### config.mk
export PLATFORM = sky130hd
export DESIGN_NAME = key_sequence_table_matcher
export DESIGN_NICKNAME = d
export VERILOG_FILES = /design/src/hdl/kstm_pkg.sv /design/src/hdl/key_sequence_table_matcher.sv /design/src/hdl/kstm_table.sv
export SDC_FILE = /design/constraint.sdc
export NUM_CORES = 2
export LEC_CHECK = 0
export BUFFER_PORTS_ARGS = -buffer_cell sky130_fd_sc_hd__clkbuf_2
export CORE_MARGIN = 4
export CORE_UTILIZATION = 65
export CTS_BUF_LIST = sky130_fd_sc_hd__clkbuf_8
export DETAILED_ROUTE_END_ITERATION = 7
export PLACE_DENSITY = 0.82
export SLEW_MARGIN = 10
export SYNTH_ARGS = -nofsm -noshare
export SYNTH_HDL_FRONTEND = slang
export SYNTH_SLANG_ARGS = --single-unit
### constraint.sdc
create_clock -name aclk -period 4.5 [get_ports aclk]
set_clock_uncertainty 0.05 [all_clocks]
set_input_delay 0.9 -clock aclk [delete_from_list [all_inputs] [get_ports aclk]]
set_output_delay 0.9 -clock aclk [all_outputs]
set_load 0.01 [all_outputs]
### src/hdl/kstm_pkg.sv
// Shared types and constants of the key sequence table matcher.
// No dependencies.
package kstm_pkg;

    localparam int TABLE_ENTRIES_DEF   = 32;
    localparam int MAX_CODE_LENGTH_DEF = 16;
    localparam logic [15:0] TIMEOUT_RESET = 16'd5000;

    // Item kinds on s_tuser
    typedef enum logic [1:0] {
        OP_KEY  = 2'd0,
        OP_TICK = 2'd1,
        OP_LOAD = 2'd2
    } kstm_op_t;

    // Result kinds on m_tuser
    typedef enum logic [1:0] {
        OUT_ACCEPTED = 2'd0,
        OUT_MATCHED  = 2'd1,
        OUT_FAILED   = 2'd2,
        OUT_TIMEOUT  = 2'd3
    } kstm_outcome_t;

    typedef enum logic [1:0] {
        ST_IDLE,
        ST_SCAN,
        ST_EMIT
    } kstm_state_t;

endpackage

### src/hdl/key_sequence_table_matcher.sv
// Key sequence table matcher: collects direction keys and matches them
// against a loadable code table. Depends on kstm_pkg and kstm_table.
//
// Each key press walks the whole table through one read port of the table
// memory, one entry per cycle, then stages its result for the output beat;
// ticks and table loads need no scan, and a tick that clears on timeout
// stages its result the same way before it is sent. The input is taken again
// as soon as the previous item has moved its result into the output stage,
// even if m_tready is low.
// Table entries read as unused after reset; no clearing pass is needed.
module key_sequence_table_matcher #(
    parameter int TABLE_ENTRIES   = kstm_pkg::TABLE_ENTRIES_DEF,
    parameter int MAX_CODE_LENGTH = kstm_pkg::MAX_CODE_LENGTH_DEF
) (
    input  logic        aclk,
    input  logic        aresetn,
    // configuration: timeout_ticks
    input  logic        cfg_we,
    input  logic [15:0] cfg_wdata,
    // s_tuser: opcode[1:0]
    // s_tdata: direction[1:0], entry_index[6:2], entry_length[11:7],
    //          entry_directions[43:12], zero fill[47:44]
    input  logic        s_tvalid,
    output logic        s_tready,
    input  logic [1:0]  s_tuser,
    input  logic [47:0] s_tdata,
    // m_tuser: outcome[1:0]
    // m_tdata: echo_direction[1:0], matched_index[6:2], typed_length[11:7],
    //          zero fill[15:12]
    output logic        m_tvalid,
    input  logic        m_tready,
    output logic [1:0]  m_tuser,
    output logic [15:0] m_tdata
);

    localparam int IDX_W  = (TABLE_ENTRIES > 1) ? $clog2(TABLE_ENTRIES) : 1;
    localparam int LEN_W  = $clog2(MAX_CODE_LENGTH + 1);
    localparam int CODE_W = 2 * MAX_CODE_LENGTH;
    localparam logic [IDX_W-1:0] LAST_IDX = IDX_W'(TABLE_ENTRIES - 1);

    function automatic logic [CODE_W-1:0] code_mask(input logic [LEN_W-1:0] n);
        logic [CODE_W-1:0] m;
        m = '0;
        for (int p = 0; p < MAX_CODE_LENGTH; p++) begin
            if (LEN_W'(p) < n) begin
                m[2*p +: 2] = 2'b11;
            end
        end
        return m;
    endfunction

    // input fields
    kstm_pkg::kstm_op_t in_op;
    logic [1:0]         in_dir;
    logic [4:0]         in_index;
    logic [4:0]         in_length;
    logic [31:0]        in_codes;
    logic               in_beat;
    logic [CODE_W+31:0] codes_ext;

    // table port
    logic              wr_en;
    logic [IDX_W-1:0]  wr_addr;
    logic [LEN_W-1:0]  wr_len;
    logic [CODE_W-1:0] wr_codes;
    logic [IDX_W-1:0]  rd_addr;
    logic [LEN_W-1:0]  rd_len;
    logic [CODE_W-1:0] rd_codes;

    // state
    kstm_pkg::kstm_state_t state_reg, state_next;
    logic [15:0]       timeout_reg;
    logic [CODE_W-1:0] seq_reg, seq_next, seq_app;
    logic [LEN_W-1:0]  count_reg, count_next;
    logic [15:0]       remaining_reg, remaining_next;
    logic              running_reg, running_next;

    // scan
    logic [IDX_W-1:0] scan_idx_reg, scan_idx_next;
    logic             issue_done_reg, issue_done_next;
    logic             cmp_valid_reg, cmp_valid_next;
    logic [IDX_W-1:0] cmp_idx_reg, cmp_idx_next;
    logic             found_reg, found_next;
    logic [IDX_W-1:0] found_idx_reg, found_idx_next;
    logic             prefix_reg, prefix_next;
    logic             code_hit, exact_hit, prefix_hit;
    logic             found_now, prefix_now;
    logic [IDX_W-1:0] idx_now;

    // staged result and output stage
    kstm_pkg::kstm_outcome_t res_outcome_reg, res_outcome_next;
    logic [1:0]              res_dir_reg, res_dir_next;
    logic [4:0]              res_idx_reg, res_idx_next;
    logic [4:0]              res_len_reg, res_len_next;
    logic                    m_valid_reg, m_valid_next;
    kstm_pkg::kstm_outcome_t m_outcome_reg, m_outcome_next;
    logic [1:0]              m_dir_reg, m_dir_next;
    logic [4:0]              m_idx_reg, m_idx_next;
    logic [4:0]              m_len_reg, m_len_next;
    logic                    out_free;

    assign in_op     = kstm_pkg::kstm_op_t'(s_tuser);
    assign in_dir    = s_tdata[1:0];
    assign in_index  = s_tdata[6:2];
    assign in_length = s_tdata[11:7];
    assign in_codes  = s_tdata[43:12];
    assign codes_ext = (CODE_W + 32)'(in_codes);

    assign s_tready = (state_reg == kstm_pkg::ST_IDLE);
    assign in_beat  = s_tvalid && s_tready;
    assign out_free = !m_valid_reg || m_tready;

    assign wr_addr  = IDX_W'(in_index);
    assign wr_len   = (32'(in_length) > MAX_CODE_LENGTH) ? LEN_W'(MAX_CODE_LENGTH)
                                                         : LEN_W'(in_length);
    assign wr_codes = codes_ext[CODE_W-1:0] & code_mask(wr_len);
    assign rd_addr  = scan_idx_reg;

    kstm_table #(
        .ENTRIES (TABLE_ENTRIES),
        .IDX_W   (IDX_W),
        .LEN_W   (LEN_W),
        .CODE_W  (CODE_W)
    ) u_table (
        .aclk     (aclk),
        .aresetn  (aresetn),
        .wr_en    (wr_en),
        .wr_addr  (wr_addr),
        .wr_len   (wr_len),
        .wr_codes (wr_codes),
        .rd_addr  (rd_addr),
        .rd_len   (rd_len),
        .rd_codes (rd_codes)
    );

    always_comb begin
        seq_app = seq_reg;
        for (int p = 0; p < MAX_CODE_LENGTH; p++) begin
            if (LEN_W'(p) == count_reg) begin
                seq_app[2*p +: 2] = in_dir;
            end
        end
    end

    // compare of the entry read last cycle against the typed sequence
    assign code_hit   = (rd_codes & code_mask(count_reg)) == seq_reg;
    assign exact_hit  = code_hit && (rd_len == count_reg);
    assign prefix_hit = code_hit && (rd_len >= count_reg);
    assign found_now  = found_reg || exact_hit;
    assign idx_now    = found_reg ? found_idx_reg : cmp_idx_reg;
    assign prefix_now = prefix_reg || prefix_hit;

    always_comb begin
        state_next       = state_reg;
        seq_next         = seq_reg;
        count_next       = count_reg;
        remaining_next   = remaining_reg;
        running_next     = running_reg;
        scan_idx_next    = scan_idx_reg;
        issue_done_next  = issue_done_reg;
        cmp_valid_next   = 1'b0;
        cmp_idx_next     = cmp_idx_reg;
        found_next       = found_reg;
        found_idx_next   = found_idx_reg;
        prefix_next      = prefix_reg;
        res_outcome_next = res_outcome_reg;
        res_dir_next     = res_dir_reg;
        res_idx_next     = res_idx_reg;
        res_len_next     = res_len_reg;
        m_valid_next     = m_valid_reg && !m_tready;
        m_outcome_next   = m_outcome_reg;
        m_dir_next       = m_dir_reg;
        m_idx_next       = m_idx_reg;
        m_len_next       = m_len_reg;
        wr_en            = 1'b0;

        unique case (state_reg)
            kstm_pkg::ST_IDLE: begin
                if (in_beat) begin
                    unique case (in_op)
                        kstm_pkg::OP_LOAD: begin
                            wr_en = 32'(in_index) < TABLE_ENTRIES;
                        end
                        kstm_pkg::OP_TICK: begin
                            if (running_reg) begin
                                if (remaining_reg > 16'd1) begin
                                    remaining_next = remaining_reg - 16'd1;
                                end else begin
                                    remaining_next = '0;
                                    running_next   = 1'b0;
                                    if (count_reg != '0) begin
                                        res_outcome_next = kstm_pkg::OUT_TIMEOUT;
                                        res_dir_next     = '0;
                                        res_idx_next     = '0;
                                        res_len_next     = 5'(count_reg);
                                        seq_next         = '0;
                                        count_next       = '0;
                                        state_next       = kstm_pkg::ST_EMIT;
                                    end
                                end
                            end
                        end
                        kstm_pkg::OP_KEY: begin
                            seq_next        = seq_app;
                            count_next      = count_reg + 1'b1;
                            remaining_next  = timeout_reg;
                            running_next    = 1'b1;
                            res_dir_next    = in_dir;
                            scan_idx_next   = '0;
                            issue_done_next = 1'b0;
                            found_next      = 1'b0;
                            prefix_next     = 1'b0;
                            state_next      = kstm_pkg::ST_SCAN;
                        end
                        default: begin
                        end
                    endcase
                end
            end
            kstm_pkg::ST_SCAN: begin
                if (!issue_done_reg) begin
                    cmp_valid_next = 1'b1;
                    cmp_idx_next   = scan_idx_reg;
                    if (scan_idx_reg == LAST_IDX) begin
                        issue_done_next = 1'b1;
                    end else begin
                        scan_idx_next = scan_idx_reg + 1'b1;
                    end
                end
                if (cmp_valid_reg) begin
                    // lowest index wins the exact match
                    if (exact_hit && !found_reg) begin
                        found_next     = 1'b1;
                        found_idx_next = cmp_idx_reg;
                    end
                    if (prefix_hit) begin
                        prefix_next = 1'b1;
                    end
                    if (cmp_idx_reg == LAST_IDX) begin
                        res_len_next = 5'(count_reg);
                        res_idx_next = '0;
                        state_next   = kstm_pkg::ST_EMIT;
                        if (found_now || !prefix_now) begin
                            res_outcome_next = found_now ? kstm_pkg::OUT_MATCHED
                                                         : kstm_pkg::OUT_FAILED;
                            if (found_now) begin
                                res_idx_next = 5'(idx_now);
                            end
                            seq_next       = '0;
                            count_next     = '0;
                            running_next   = 1'b0;
                            remaining_next = '0;
                        end else begin
                            res_outcome_next = kstm_pkg::OUT_ACCEPTED;
                        end
                    end
                end
            end
            kstm_pkg::ST_EMIT: begin
                if (out_free) begin
                    m_valid_next   = 1'b1;
                    m_outcome_next = res_outcome_reg;
                    m_dir_next     = res_dir_reg;
                    m_idx_next     = res_idx_reg;
                    m_len_next     = res_len_reg;
                    state_next     = kstm_pkg::ST_IDLE;
                end
            end
            default: begin
                state_next = kstm_pkg::ST_IDLE;
            end
        endcase
    end

    always_ff @(posedge aclk) begin
        if (!aresetn) begin
            state_reg     <= kstm_pkg::ST_IDLE;
            timeout_reg   <= kstm_pkg::TIMEOUT_RESET;
            seq_reg       <= '0;
            count_reg     <= '0;
            remaining_reg <= '0;
            running_reg   <= 1'b0;
            cmp_valid_reg <= 1'b0;
            m_valid_reg   <= 1'b0;
        end else begin
            state_reg     <= state_next;
            if (cfg_we) begin
                timeout_reg <= cfg_wdata;
            end
            seq_reg       <= seq_next;
            count_reg     <= count_next;
            remaining_reg <= remaining_next;
            running_reg   <= running_next;
            cmp_valid_reg <= cmp_valid_next;
            m_valid_reg   <= m_valid_next;
        end
    end

    always_ff @(posedge aclk) begin
        scan_idx_reg    <= scan_idx_next;
        issue_done_reg  <= issue_done_next;
        cmp_idx_reg     <= cmp_idx_next;
        found_reg       <= found_next;
        found_idx_reg   <= found_idx_next;
        prefix_reg      <= prefix_next;
        res_outcome_reg <= res_outcome_next;
        res_dir_reg     <= res_dir_next;
        res_idx_reg     <= res_idx_next;
        res_len_reg     <= res_len_next;
        m_outcome_reg   <= m_outcome_next;
        m_dir_reg       <= m_dir_next;
        m_idx_reg       <= m_idx_next;
        m_len_reg       <= m_len_next;
    end

    assign m_tvalid = m_valid_reg;
    assign m_tuser  = m_outcome_reg;
    assign m_tdata  = {4'b0000, m_len_reg, m_idx_reg, m_dir_reg};

endmodule

### src/hdl/kstm_table.sv
// Code table storage: one synchronous memory of {length, codes} plus
// per-entry valid bits so unused entries read as length zero. Uses no package.
module kstm_table #(
    parameter int ENTRIES = 32,
    parameter int IDX_W   = 5,
    parameter int LEN_W   = 5,
    parameter int CODE_W  = 32
) (
    input  logic              aclk,
    input  logic              aresetn,
    input  logic              wr_en,
    input  logic [IDX_W-1:0]  wr_addr,
    input  logic [LEN_W-1:0]  wr_len,
    input  logic [CODE_W-1:0] wr_codes,
    input  logic [IDX_W-1:0]  rd_addr,
    output logic [LEN_W-1:0]  rd_len,
    output logic [CODE_W-1:0] rd_codes
);

    logic [LEN_W+CODE_W-1:0] mem [ENTRIES];
    logic [LEN_W+CODE_W-1:0] rd_data_reg;
    logic [ENTRIES-1:0]      valid_reg;
    logic                    rd_valid_reg;

    always_ff @(posedge aclk) begin
        if (wr_en) begin
            mem[wr_addr] <= {wr_len, wr_codes};
        end
        rd_data_reg <= mem[rd_addr];
    end

    always_ff @(posedge aclk) begin
        if (!aresetn) begin
            valid_reg    <= '0;
            rd_valid_reg <= 1'b0;
        end else begin
            if (wr_en) begin
                valid_reg[wr_addr] <= 1'b1;
            end
            rd_valid_reg <= valid_reg[rd_addr];
        end
    end

    assign rd_len   = rd_valid_reg ? rd_data_reg[LEN_W+CODE_W-1:CODE_W] : '0;
    assign rd_codes = rd_data_reg[CODE_W-1:0];

endmodule

==> impl_metrics.env <==
export IMPL_vdd_drop_max_v=0.000309
export IMPL_dieArea_um2=87300
export IMPL_rrSetupSlack_ns=0.74
export IMPL_max_freq_mhz=266
export IMPL_powerDensity_nw_per_um2=412
export IMPL_worstPathCellList="nor2_1 -> nor3_1 -> o311ai_0 -> nor4_2 -> nand4b_4 -> nand3_2 -> o21ai_0 -> mux2i_1"
export IMPL_seqPwrFrac_pct=57.1
export IMPL_swShare_pct=22.4
export IMPL_antenna_found_initial=5
export IMPL_ios=91
export IMPL_yosysTopAreaCell="edfxtp_1"
export IMPL_synth_yosys_seq_area_share_pct=74.1
export IMPL_nets=2980
export IMPL_htree_levels=4
export IMPL_rsz0062_at_grt="no"
export IMPL_cp_end_kind="flip-flop"
export IMPL_rr_worst_depth=8
export IMPL_post_cts_buffers=0
export IMPL_use_met3_pct=6.58
export IMPL_dp_hpwl_um=72000
export IMPL_die_x_um=296
export IMPL_p_leak_uw=0.0197
export IMPL_min_to="timeout_reg[9]"
export IMPL_synth_top_area_share_pct=68.7
export IMPL_drcViolationCount=0
export IMPL_drive_above_1_share_pct=29.9
export IMPL_holdPathStages=3
export IMPL_largest_register_ffs=1184
export IMPL_synth_edf_count=1230
export IMPL_grt_max_degree=107
export IMPL_required_ns=5.20
export IMPL_postSynth_asyncResetShare_pct=0
export IMPL_synth_cell_types=80
export IMPL_relSlewSlack_pct=15.6
export IMPL_ys_warn_count=0
export IMPL_clkPwrFrac_pct=37.3
export IMPL_maxCapViolCount=0
export IMPL_pwr_share_comb_pct=5.6
export IMPL_postSynthCellCount=2652
export IMPL_wl_per_cell_um=31.1
export IMPL_rr_endpoint="seq_reg[13]"
export IMPL_grt_use_total_pct=30.3
export IMPL_vias=28100
export IMPL_core_um2=82000
export IMPL_setup_tns_ns=0
export IMPL_dr_first_iter_drc_count=4003
export IMPL_postCtsHoldBufs=0
export IMPL_path_class="reg -> reg"
export IMPL_hold_path_startpoint="cfg_wdata[9]"
export IMPL_path_clk_slew_ns=0.07
export IMPL_status="finished clean"
export IMPL_syn2layout_area_growth_pct=11.8
export IMPL_period_needed_ns=3.76
export IMPL_syn_area_um2=53700
export IMPL_hold_path_class="in -> reg"
export IMPL_drv_slew=0
export IMPL_wl_um=129000
export IMPL_row_count=105
export IMPL_cts_tree="built"
export IMPL_fillers=4396
export IMPL_use_met1_pct=41.7
export IMPL_grt_pass1_vias=28900
export IMPL_layout_commonest_cell="edfxtp_1"
export IMPL_place_area_um2=56300
export IMPL_grt_busiest_layer="met2"
export IMPL_synth_top_flop_cell="edfxtp_1"
export IMPL_cts_root_buf="clkbuf_8"
export IMPL_die_height_um=296
export IMPL_drt_pass1_iterations=5
export IMPL_grt_pass1_wl_um=189000
export IMPL_max_stage_delay_ns=0.75
export IMPL_clock_path_buffers=3
export IMPL_p_sw_uw=5530
export IMPL_r2r_start="count_reg[3]"
export IMPL_portBuffers=82
export IMPL_startpoint_type="flip-flop"
export IMPL_timing_final_crit_share_pct=83.6
export IMPL_post_drt_via_cell_ratio=6.80
export IMPL_fin_area_um2=60100
export IMPL_clock_sinks=1374
export IMPL_worst_pin_slew_ns=1.27
export IMPL_p_int_uw=19200
export IMPL_crit_slowest_cell="nor2_1"
export IMPL_arrival_ns=4.47
export IMPL_cts_resized=0
export IMPL_overflow=0
export IMPL_ant_nets=0
export IMPL_final_cell_mix="1,230 x edfxtp_1, 380 x mux4_2, 211 x clkbuf_8"
export IMPL_finalHoldViolCount=0
export IMPL_ys_ff_latch=1374
export IMPL_setup_violations=0
export IMPL_grt_use_met2_pct=48.8
export IMPL_clk_latency_ns=0.88
export IMPL_path_max_fanout=18
export IMPL_gp_congestion=0.843
export IMPL_cts_buffers_inserted=200
export IMPL_start_util_pct=65.5
export IMPL_syn_mean_instance_area_um2=20.3
export IMPL_yosys_top_cells_area="edfxtp_1 69%, mux4_2 16%, dfxtp_1 5.4%"
==> cell usage after synthesis, types with 7 or more instances <==
library cell / n
buf_1: 28
nor4bb_1: 7
buf_4: 8
a2111oi_0: 13
and2_1: 27
edfxtp_1: 1230
nor3_1: 29
a21oi_1: 26
ha_1: 12
a22oi_1: 10
nand4_1: 10
mux2i_1: 46
dfxtp_1: 144
xnor2_1: 8
buf_2: 8
a31oi_1: 19
inv_1: 21
and3_1: 7
a31o_2: 7
xor2_1: 11
nand2_1: 70
a211oi_1: 18
o21ai_1: 9
mux2_2: 37
o21ai_0: 18
clkbuf_1: 105
nor2_1: 167
nand3_1: 20
o31ai_1: 8
nor2b_1: 34
a21o_1: 11
nand2b_1: 10
mux4_2: 380
==> final cells by class <==
cell class              count  area, um2  share of cell area [%]
diodes                      6       15.0                  0.0250
clock buffers             211       2900                    4.84
clock inverters           159        841                    1.40
inverters                  23       86.3                   0.144
multi-input cells        1105      13500                    22.4
flip-flops and latches   1374      39800                    66.3
well taps                1070       1340                    2.23
repair buffers            193       1610                    2.67
==> power groups by stage <==
stage	logic [uW]	registers, uW	clock network [uW]
after global placement	1310	14400	0
after global routing	1470	14100	10000
after CTS	1370	14100	9350
final	1380	14100	9240
after floorplan	946	14300	0
after detailed placement	1370	14400	0
==> through the flow <==
stage          instances  power (uW)  worst slack (ns)  util [%]  hold WS [ns]
3_5_place_dp        3765       15700             0.819      68.7         0.357
5_1_grt             4138       25600             0.503      73.3         0.193
3_3_place_gp        3765       15700             0.938      68.7         0.351
6_report            4141       24700             0.738      73.3         0.220
4_1_cts             4135       24800             0.787      73.2         0.148
2_1_floorplan       2655       15300             0.764         -         0.350
==> worst max-delay path by stage <==
stage / slack [ns] / from / depth (start not counted) / endpoint
after floorplan: 0.76 / s_tuser[0] / 6 / u_table.mem[17][0]
after CTS: 0.79 / count_reg[3] / 8 / seq_reg[13]
final: 0.74 / count_reg[3] / 8 / seq_reg[13]
after detailed placement: 0.82 / count_reg[3] / 8 / seq_reg[13]
after global routing: 0.50 / count_reg[3] / 8 / seq_reg[13]
after global placement: 0.94 / count_reg[3] / 8 / seq_reg[21]
==> worst max-delay path, delay by kind of cell (launching register included) <==
kind,cells,cell delay (ns)
AOI/OAI and AO/OA,2,1.13
DFF,1,0.53
and+or+nand+nor,5,1.67
muxes,1,0.25
==> metal layers <==
layer	wire length, um	up-vias
met5	0	-
met4	4910	0
met3	13400	294
met2	64300	1909
met1	46200	14500
li1	-	11500
==> kinds of logic after synthesis <==
logic type	Yosys count	synth area share (%)
compound gates	190	2.56
xor+xnor	19	0.310
fa+ha+maj	12	0.279
buf+inv	176	1.36
flops	1374	74.1
mux	463	17.6
other cells	1	0.00698
simple gates	417	3.83
Power figures use the tool's default switching activity.
